--- src/rtl/i2c_mts_pkg.sv ---
// shared types and codes of the i2c master transaction sequencer
`default_nettype none

package i2c_mts_pkg;

    // operations of the request channel
    localparam logic [1:0] OP_LOAD   = 2'd0;
    localparam logic [1:0] OP_START  = 2'd1;
    localparam logic [1:0] OP_STATUS = 2'd2;

    // bus controller status codes
    localparam logic [7:0] ST_START      = 8'h08;
    localparam logic [7:0] ST_RESTART    = 8'h10;
    localparam logic [7:0] ST_ADDR_W_ACK = 8'h18;
    localparam logic [7:0] ST_ADDR_W_NAK = 8'h20;
    localparam logic [7:0] ST_DATA_W_ACK = 8'h28;
    localparam logic [7:0] ST_ADDR_R_ACK = 8'h40;
    localparam logic [7:0] ST_ADDR_R_NAK = 8'h48;
    localparam logic [7:0] ST_DATA_R_ACK = 8'h50;
    localparam logic [7:0] ST_DATA_R_NAK = 8'h58;

    // transfer modes
    localparam logic [1:0] MODE_WRITE      = 2'd0;
    localparam logic [1:0] MODE_READ       = 2'd1;
    localparam logic [1:0] MODE_WRITE_READ = 2'd2;

    // register indexes on the configuration port
    localparam logic [1:0] REG_SLAVE_ADDRESS = 2'd0;
    localparam logic [1:0] REG_TRANSFER_MODE = 2'd1;
    localparam logic [1:0] REG_TX_COUNT      = 2'd2;
    localparam logic [1:0] REG_RX_COUNT      = 2'd3;

    localparam logic [4:0] POS_MAX = 5'd31;

    typedef struct packed {
        logic [6:0] slave_address;
        logic [1:0] transfer_mode;
        logic [4:0] tx_count;
        logic [4:0] rx_count;
    } cfg_t;

    // where the outgoing byte comes from
    typedef enum logic [1:0] {
        SRC_NONE = 2'd0,
        SRC_ADDR = 2'd1,
        SRC_BUF  = 2'd2
    } send_src_t;

    typedef struct packed {
        send_src_t  src;
        logic [7:0] addr_byte;
        logic       buf_ok;
        logic       request_start;
        logic       clear_start;
        logic       request_stop;
        logic       store_valid;
        logic [3:0] store_index;
        logic [7:0] store_value;
        logic       done;
    } result_t;

endpackage

`default_nettype wire

--- src/rtl/i2c_mts_cfg.sv ---
// apb register file holding address, mode and byte counts
`default_nettype none

module i2c_mts_cfg (
    input  wire logic               aclk,
    input  wire logic               aresetn,
    input  wire logic               psel,
    input  wire logic               penable,
    input  wire logic               pwrite,
    input  wire logic [3:0]         paddr,
    input  wire logic [31:0]        pwdata,
    output logic      [31:0]        prdata,
    output logic                    pready,
    output i2c_mts_pkg::cfg_t       cfg
);

    i2c_mts_pkg::cfg_t cfg_reg;
    logic              wr_en;

    assign pready = 1'b1;
    assign wr_en  = psel && penable && pwrite;
    assign cfg    = cfg_reg;

    // register writes
    always_ff @(posedge aclk) begin
        if (!aresetn) begin
            cfg_reg <= '0;
        end else if (wr_en) begin
            case (paddr[3:2])
                i2c_mts_pkg::REG_SLAVE_ADDRESS: cfg_reg.slave_address <= pwdata[6:0];
                i2c_mts_pkg::REG_TRANSFER_MODE: cfg_reg.transfer_mode <= pwdata[1:0];
                i2c_mts_pkg::REG_TX_COUNT:      cfg_reg.tx_count      <= pwdata[4:0];
                i2c_mts_pkg::REG_RX_COUNT:      cfg_reg.rx_count      <= pwdata[4:0];
                default: ;
            endcase
        end
    end

    // read back
    always_comb begin
        case (paddr[3:2])
            i2c_mts_pkg::REG_SLAVE_ADDRESS: prdata = {25'd0, cfg_reg.slave_address};
            i2c_mts_pkg::REG_TRANSFER_MODE: prdata = {30'd0, cfg_reg.transfer_mode};
            i2c_mts_pkg::REG_TX_COUNT:      prdata = {27'd0, cfg_reg.tx_count};
            i2c_mts_pkg::REG_RX_COUNT:      prdata = {27'd0, cfg_reg.rx_count};
            default:                        prdata = '0;
        endcase
    end

endmodule

`default_nettype wire

--- src/rtl/i2c_mts_txbuf.sv ---
// transmit buffer memory, one write and one registered read port
`default_nettype none

module i2c_mts_txbuf #(
    parameter int BUFFER_DEPTH = 16
) (
    input  wire logic       aclk,
    input  wire logic       wr_en,
    input  wire logic [3:0] wr_idx,
    input  wire logic [7:0] wr_data,
    input  wire logic       rd_en,
    input  wire logic [4:0] rd_idx,
    output logic      [7:0] rd_data
);

    localparam int AW = (BUFFER_DEPTH > 1) ? $clog2(BUFFER_DEPTH) : 1;

    logic [7:0] mem_reg [BUFFER_DEPTH];
    logic [7:0] rd_data_reg;
    logic [8:0] wr_wide;
    logic [8:0] rd_wide;
    logic       wr_ok;
    logic       rd_ok;

    assign wr_wide = {5'd0, wr_idx};
    assign rd_wide = {4'd0, rd_idx};
    assign wr_ok   = {28'd0, wr_idx} < 32'(BUFFER_DEPTH);
    assign rd_ok   = {27'd0, rd_idx} < 32'(BUFFER_DEPTH);
    assign rd_data = rd_data_reg;

    // slots beyond the depth are neither written nor read
    always_ff @(posedge aclk) begin
        if (wr_en && wr_ok) begin
            mem_reg[wr_wide[AW-1:0]] <= wr_data;
        end
        if (rd_en && rd_ok) begin
            rd_data_reg <= mem_reg[rd_wide[AW-1:0]];
        end
    end

endmodule

`default_nettype wire

--- src/rtl/i2c_mts_ctrl.sv ---
// event decode, sequencer state and result register
`default_nettype none

module i2c_mts_ctrl #(
    parameter int BUFFER_DEPTH = 16
) (
    input  wire logic                  aclk,
    input  wire logic                  aresetn,
    input  wire i2c_mts_pkg::cfg_t     cfg,
    input  wire logic                  s_valid,
    output logic                       s_ready,
    input  wire logic [1:0]            s_operation,
    input  wire logic [7:0]            s_status_code,
    input  wire logic [7:0]            s_received_byte,
    input  wire logic                  m_ready,
    output logic                       accept,
    output logic      [4:0]            rd_pos,
    output logic                       res_valid,
    output i2c_mts_pkg::result_t       res
);

    logic [4:0]           pos_reg, pos_next;
    logic [1:0]           mode_reg, mode_next;
    logic                 fin_reg, fin_next;
    logic                 res_valid_reg, res_valid_next;
    i2c_mts_pkg::result_t res_reg, res_next;
    logic [4:0]           pos_adv;
    logic                 pos_ok;
    logic                 do_store;

    assign s_ready   = !res_valid_reg || m_ready;
    assign accept    = s_valid && s_ready;
    assign rd_pos    = pos_reg;
    assign res_valid = res_valid_reg;
    assign res       = res_reg;

    assign pos_adv = (pos_reg < i2c_mts_pkg::POS_MAX) ? pos_reg + 5'd1 : pos_reg;
    assign pos_ok  = {27'd0, pos_reg} < 32'(BUFFER_DEPTH);

    // decode one request against the current state
    always_comb begin
        pos_next  = pos_reg;
        mode_next = mode_reg;
        fin_next  = fin_reg;
        do_store  = 1'b0;
        res_next  = '0;
        res_next.src       = i2c_mts_pkg::SRC_NONE;
        res_next.addr_byte = {cfg.slave_address, mode_reg == i2c_mts_pkg::MODE_READ};
        res_next.buf_ok    = pos_ok;
        case (s_operation)
            i2c_mts_pkg::OP_START: begin
                pos_next  = '0;
                mode_next = cfg.transfer_mode;
                fin_next  = 1'b0;
                res_next.request_start = 1'b1;
            end
            i2c_mts_pkg::OP_STATUS: begin
                case (s_status_code)
                    i2c_mts_pkg::ST_START, i2c_mts_pkg::ST_RESTART: begin
                        res_next.src         = i2c_mts_pkg::SRC_ADDR;
                        res_next.clear_start = 1'b1;
                    end
                    i2c_mts_pkg::ST_ADDR_W_ACK: begin
                        res_next.src = i2c_mts_pkg::SRC_BUF;
                        pos_next     = pos_adv;
                    end
                    i2c_mts_pkg::ST_ADDR_W_NAK: begin
                        res_next.src = i2c_mts_pkg::SRC_ADDR;
                    end
                    i2c_mts_pkg::ST_ADDR_R_NAK: begin
                        res_next.request_stop = 1'b1;
                        fin_next              = 1'b1;
                    end
                    i2c_mts_pkg::ST_DATA_W_ACK: begin
                        if (pos_reg < cfg.tx_count) begin
                            res_next.src = i2c_mts_pkg::SRC_BUF;
                            pos_next     = pos_adv;
                        end else if (mode_reg == i2c_mts_pkg::MODE_WRITE) begin
                            res_next.request_stop = 1'b1;
                            fin_next              = 1'b1;
                        end else if (mode_reg == i2c_mts_pkg::MODE_WRITE_READ) begin
                            mode_next              = i2c_mts_pkg::MODE_READ;
                            pos_next               = '0;
                            res_next.request_start = 1'b1;
                        end
                    end
                    i2c_mts_pkg::ST_DATA_R_ACK: begin
                        if (pos_reg < cfg.rx_count) begin
                            do_store = 1'b1;
                        end else begin
                            res_next.request_stop = 1'b1;
                            fin_next              = 1'b1;
                        end
                    end
                    i2c_mts_pkg::ST_DATA_R_NAK: begin
                        do_store              = 1'b1;
                        res_next.request_stop = 1'b1;
                        fin_next              = 1'b1;
                    end
                    default: ;
                endcase
                // received byte store, suppressed past the buffer end
                if (do_store) begin
                    pos_next = pos_adv;
                    if (pos_ok) begin
                        res_next.store_valid = 1'b1;
                        res_next.store_index = pos_reg[3:0];
                        res_next.store_value = s_received_byte;
                    end
                end
            end
            default: ;
        endcase
        res_next.done = fin_next;
    end

    // output register handshake
    always_comb begin
        if (accept) begin
            res_valid_next = 1'b1;
        end else if (m_ready) begin
            res_valid_next = 1'b0;
        end else begin
            res_valid_next = res_valid_reg;
        end
    end

    // state and result registers
    always_ff @(posedge aclk) begin
        if (!aresetn) begin
            pos_reg       <= '0;
            mode_reg      <= '0;
            fin_reg       <= 1'b0;
            res_valid_reg <= 1'b0;
        end else begin
            res_valid_reg <= res_valid_next;
            if (accept) begin
                pos_reg  <= pos_next;
                mode_reg <= mode_next;
                fin_reg  <= fin_next;
            end
        end
    end

    always_ff @(posedge aclk) begin
        if (accept) begin
            res_reg <= res_next;
        end
    end

endmodule

`default_nettype wire

--- src/rtl/i2c_master_transaction_sequencer_unit.sv ---
// Top level of the i2c master transaction sequencer.
// Requests on the s_ channel carry one event each: load a transmit byte
// into a buffer slot, start a transaction, or a bus status event with the
// controller status code and the byte read from the bus. Every request
// gives exactly one result on the m_ channel: the byte to send, start,
// clear-start and stop requests, a received-byte store and the done flag.
// Slave address, transfer mode and byte counts are set over the apb port;
// the user must set them only while the block is idle, which the block
// itself does not enforce; pready is always high. The result of a request
// accepted at an edge is on the m_ channel in the cycle after that edge,
// from the result register and the transmit buffer read port.
// Throughput is one request per cycle while the m_ channel is not stalled,
// with the single read and single write port of the transmit buffer memory
// and the position, mode and done registers updated on each accepted request.
// When the receiver stalls the result holds in its register and s_ready
// stays high only if m_ready is high, so no result is lost.
// Synchronous reset clears position, mode, done flag, the registers and the
// result valid; the transmit buffer is not cleared and must be loaded
// before it is read.
`default_nettype none

module i2c_master_transaction_sequencer_unit #(
    parameter int BUFFER_DEPTH = 16
) (
    input  wire logic        aclk,
    input  wire logic        aresetn,
    input  wire logic        psel,
    input  wire logic        penable,
    input  wire logic        pwrite,
    input  wire logic [3:0]  paddr,
    input  wire logic [31:0] pwdata,
    output logic      [31:0] prdata,
    output logic             pready,
    input  wire logic        s_valid,
    output logic             s_ready,
    input  wire logic [1:0]  s_operation,
    input  wire logic [7:0]  s_status_code,
    input  wire logic [7:0]  s_received_byte,
    input  wire logic [3:0]  s_load_index,
    input  wire logic [7:0]  s_load_value,
    output logic             m_valid,
    input  wire logic        m_ready,
    output logic             m_send_valid,
    output logic      [7:0]  m_send_byte,
    output logic             m_request_start,
    output logic             m_clear_start,
    output logic             m_request_stop,
    output logic             m_store_valid,
    output logic      [3:0]  m_store_index,
    output logic      [7:0]  m_store_value,
    output logic             m_done_res
);

    i2c_mts_pkg::cfg_t    cfg;
    i2c_mts_pkg::result_t res;
    logic                 accept;
    logic [4:0]           rd_pos;
    logic [7:0]           rd_data;

    i2c_mts_cfg u_cfg (
        .aclk    (aclk),
        .aresetn (aresetn),
        .psel    (psel),
        .penable (penable),
        .pwrite  (pwrite),
        .paddr   (paddr),
        .pwdata  (pwdata),
        .prdata  (prdata),
        .pready  (pready),
        .cfg     (cfg)
    );

    i2c_mts_ctrl #(
        .BUFFER_DEPTH (BUFFER_DEPTH)
    ) u_ctrl (
        .aclk            (aclk),
        .aresetn         (aresetn),
        .cfg             (cfg),
        .s_valid         (s_valid),
        .s_ready         (s_ready),
        .s_operation     (s_operation),
        .s_status_code   (s_status_code),
        .s_received_byte (s_received_byte),
        .m_ready         (m_ready),
        .accept          (accept),
        .rd_pos          (rd_pos),
        .res_valid       (m_valid),
        .res             (res)
    );

    // loads write, every accepted request reads the current position
    i2c_mts_txbuf #(
        .BUFFER_DEPTH (BUFFER_DEPTH)
    ) u_txbuf (
        .aclk    (aclk),
        .wr_en   (accept && (s_operation == i2c_mts_pkg::OP_LOAD)),
        .wr_idx  (s_load_index),
        .wr_data (s_load_value),
        .rd_en   (accept),
        .rd_idx  (rd_pos),
        .rd_data (rd_data)
    );

    // outgoing byte select
    always_comb begin
        case (res.src)
            i2c_mts_pkg::SRC_ADDR: begin
                m_send_valid = 1'b1;
                m_send_byte  = res.addr_byte;
            end
            i2c_mts_pkg::SRC_BUF: begin
                m_send_valid = 1'b1;
                m_send_byte  = res.buf_ok ? rd_data : 8'd0;
            end
            default: begin
                m_send_valid = 1'b0;
                m_send_byte  = 8'd0;
            end
        endcase
    end

    assign m_request_start = res.request_start;
    assign m_clear_start   = res.clear_start;
    assign m_request_stop  = res.request_stop;
    assign m_store_valid   = res.store_valid;
    assign m_store_index   = res.store_index;
    assign m_store_value   = res.store_value;
    assign m_done_res      = res.done;

endmodule

`default_nettype wire

--- config.mk ---
export PLATFORM = sky130hd
export DESIGN_NAME = i2c_master_transaction_sequencer_unit
export DESIGN_NICKNAME = d
export VERILOG_FILES = /design/src/rtl/i2c_mts_pkg.sv /design/src/rtl/i2c_mts_cfg.sv /design/src/rtl/i2c_mts_txbuf.sv /design/src/rtl/i2c_mts_ctrl.sv /design/src/rtl/i2c_master_transaction_sequencer_unit.sv
export SDC_FILE = /design/constraint.sdc
export NUM_CORES = 1
export LEC_CHECK = 0
export BUFFER_PORTS_ARGS = -buffer_cell sky130_fd_sc_hd__clkbuf_2
export CAP_MARGIN = 20
export CORE_MARGIN = 3
export CORE_UTILIZATION = 55
export CTS_CLUSTER_SIZE = 40
export DETAILED_ROUTE_END_ITERATION = 10
export HOLD_SLACK_MARGIN = 0.03
export PLACE_DENSITY = 0.81
export SYNTH_ARGS = -nofsm -noshare
export SYNTH_HDL_FRONTEND = slang
export SYNTH_SLANG_ARGS = --single-unit
--- constraint.sdc ---
create_clock -name aclk -period 7.6 [get_ports aclk]
set_clock_uncertainty 0.15 [all_clocks]
set_input_delay 0.76 -clock aclk [delete_from_list [all_inputs] [get_ports aclk]]
set_output_delay 0.76 -clock aclk [all_outputs]
set_load 0.02 [all_outputs]
==> summary.md <==
| Metric | Value |
|---|---|
| Outcome | completed |
| Vias in the first global route | about 4900 |
| Deepest clock path buffer count | 2 |
| Total track usage | 20.9% |
| Non-Filler Instances | between 800 and 900 |
| Share of cells above drive strength 1 | between 20% and 30% |
| Initial DRT Pass Iterations | 5 |
| H-tree depth | 4 |
| Asr flop ratio synth | 0% |
| Root Buffer Master | clkbuf_16 |
| First-pass GRT wire length | around 26000 microns |
| Setup Crit Path Kind | reg -> reg |
| FILL cells | between 1000 and 1500 |
| GRT overflow | 0 |
| Final Hold Viols | 0 |
| Fmax | approximately 0.34 GHz |
| Synth Cell Area | around 8400 sq um |
| Worst setup SP type | flip-flop |
| Yosys cell types | 53 |
| Number of max-cap violations | 0 |
| Die Ht | 129 microns |
| #FFs+latches synth | 192 |
| Rows | 44 |
| EDFF count, synth | roughly 160 |
| Endpoint of the worst hold path | u_ctrl.res[19]$_DFFE_PP_ |
| VDD IR-drop max | roughly 240 uV |
| CTS tree | built |
| Routed via count | approximately 5000 |
| Min-delay src | u_cfg.cfg[12]$_SDFFE_PN0P_ |
| Lkg Pwr | around 0.0033 uW |
| Capturing point of the worst reg2reg path | u_ctrl.res[5]$_SDFFCE_PN0P_ |
| Post-Place Cells | between 800 and 900 |
| Req. time, crit path | around 7.7 ns |
| Cell count of the worst reg-to-reg path | 7 |
| Final Slew Violations | 0 |
| Number of clock sinks | about 190 |
| Max FFs per register | approximately 130 |
| Initial antenna violation count | 0 |
| NumNets Final | between 700 and 800 |
| Post-CTS sizing | 0 |
| Pin count of the biggest net entering global routing | 57 |
| Reg-to-reg slack, setup | ~4.6 ns |
| Via density | between 5 and 6 |
| N_diodes | 0 |
| Die Width | 129 microns |
| Worst Tran Pin Value | roughly 0.94 ns |
| Post-Route Setup TNS | 0 ns |
| RSZ-0062 raised after global routing | no |
| Tmin final | a little under 3 ns |
| PwrDens | around 230 nW/um^2 |
| Worst Hold Class | reg -> reg |
| Avg Inst Size Synth | 14.0 sq um |
| Instance count of the mapped netlist | 597 |
| Crit path max fanout | 16 |
| Post-Route WL | between 15000 and 20000 microns |
| Register area share after synthesis | roughly two thirds |
| Rel. slew slack | a little under two fifths |
| Commonest register cell after synthesis | edfxtp_1 |
| Die ar. | 16700 sq um |
| Gpl congestion | 0.848 |
| Clock edge transition at the registers on the reported setup and hold paths | ~0.070 ns |
| Antenna Nets Post-Route | 0 |
| Port bufs | 80 |
| Initial core utilization | a little under three fifths |
| Wire per inst | 19.9 microns |
| Final setup violation count | 0 |
| Worst skew pair latency | roughly 0.43 ns |
| Worst EP arrival | 3.11 ns |
| # DRC | 0 |
| Tcrit/Tclk final | approximately 39% |
| Worst setup EP type | flip-flop |
| Iteration-0 DRC Markers | roughly 550 |
| Core area | about 15000 sq um |
| Cts hold-fix bufs | 0 |
| DP HPWL | 11700 microns |
| Hold Path Stages | 0 |
| CTS buffer count | 17 |
| Reg-to-reg startpoint | u_ctrl.rd_pos[2]$_SDFFE_PN0P_ |
| Postcts setup bufs | 0 |
| I/O pins | about 130 |
| Warnings, synthesis | 0 |
| Synth-to-Final Area Change | 11.5% |
## per-stage QoR
step	hold slack, ns	util, %	setup WS (ns)	power (uW)	cell area, sq um
after CTS	0.325	63.4	4.55	2160	9320
after detailed placement	0.309	59.5	4.10	1300	8740
final	0.317	63.5	4.63	2150	9340
after global routing	0.346	63.5	4.43	2210	9340
after global placement	0.303	59.4	4.26	1290	8720
after floorplan	0.272	-	4.31	1260	8470
## power by group
group / leakage, uW / switching, uW / internal [uW] / total (uW)
Sequential: 0.00173 / 5.40 / 1160 / 1160
Clock: 0.000277 / 365 / 511 / 876
Combinational: 0.00130 / 79.5 / 33.0 / 113
Total: 0.00331 / 450 / 1700 / 2150
## layer usage
metal	GRT usage, %	vias up	part of all wire [%]
li1	-	2323	-
met1	27.8	2431	41
met2	34.4	236	50
met3	4.62	31	7.2
met4	7.21	0	1.9
met5	0	-	0
## Yosys cell counts, types with 11 or more instances
master,instances,area [sq um]
a22oi_1,16,120
o21ai_0,20,100
dfxtp_1,28,561
ha_1,14,175
nand2_1,40,150
mux2i_1,46,460
edfxtp_1,164,4920
mux4_2,18,405
buf_4,38,285
nor2_1,39,146
and2_1,17,106
clkbuf_1,18,67.6
a221oi_1,17,149
inv_1,22,82.6
a21oi_1,15,75.1
nand3_1,11,55.1
## area by class of cell
class	count	area, sq um	share of cell area [%]
Clock inverter	13	145	1.55
Sequential cell	192	5490	58.8
Multi-Input combinational cell	342	2500	26.8
Timing Repair Buffer	88	458	4.90
Clock buffer	19	433	4.64
Tap cell	184	230	2.47
Inverter	23	86.3	0.925
## cells in the final DEF, fill, tap and decap left out, types with 7 or more instances in the layout
cell type	instances
edfxtp_1	164
clkbuf_2	80
mux2i_1	46
nand2_1	40
nor2_1	39
dfxtp_1	27
conb_1	26
inv_1	22
o21ai_0	20
mux4_2	18
and2_1	17
a221oi_1	17
clkbuf_16	17
a22oi_1	16
a21oi_1	15
ha_1	14
nand3_1	11
nand2b_1	7
## critical path: stages, from the launching register on
cell and delay [ns]:
dfxtp_1 0.70, ha_1 0.36, a21oi_1 0.12, o21ai_0 0.12
a31oi_1 0.35, o21ai_1 0.23, nor3b_2 0.58, and2_1 0.22
## cells by family (layout without fill, tap and decap cells)
logic type / after synthesis / count (layout) / synth area share [%]
flip-flops: 192 / 192 / 65.5
buffers and inverters: 87 / 143 / 5.78
AO/OA/AOI/OAI: 95 / 95 / 7.84
other: 2 / 26 / 0.0896
multiplexers: 64 / 64 / 10.3
XOR/XNOR: 1 / 1 / 0.105
AND/OR/NAND/NOR: 142 / 142 / 8.29
adder cells (fa/ha/maj): 14 / 14 / 2.09
## worst max path at each step
stage | depth (start not counted) | slack (ns) | from | endpoint
global route | 7 | 4.43 | u_ctrl.rd_pos[2]$_SDFFE_PN0P_ | u_ctrl.res[5]$_SDFFCE_PN0P_
floorplan | 5 | 4.31 | m_ready | u_txbuf.mem_reg[4][0]$_DFFE_PP_
CTS | 5 | 4.55 | s_operation[0] | u_txbuf.mem_reg[0][1]$_DFFE_PP_
finish | 7 | 4.63 | u_ctrl.rd_pos[2]$_SDFFE_PN0P_ | u_ctrl.res[5]$_SDFFCE_PN0P_
detailed placement | 5 | 4.10 | s_operation[0] | u_txbuf.mem_reg[0][1]$_DFFE_PP_
global placement | 5 | 4.26 | s_operation[0] | u_txbuf.mem_reg[0][1]$_DFFE_PP_
No activity file was read; power rests on OpenSTA's default activity.
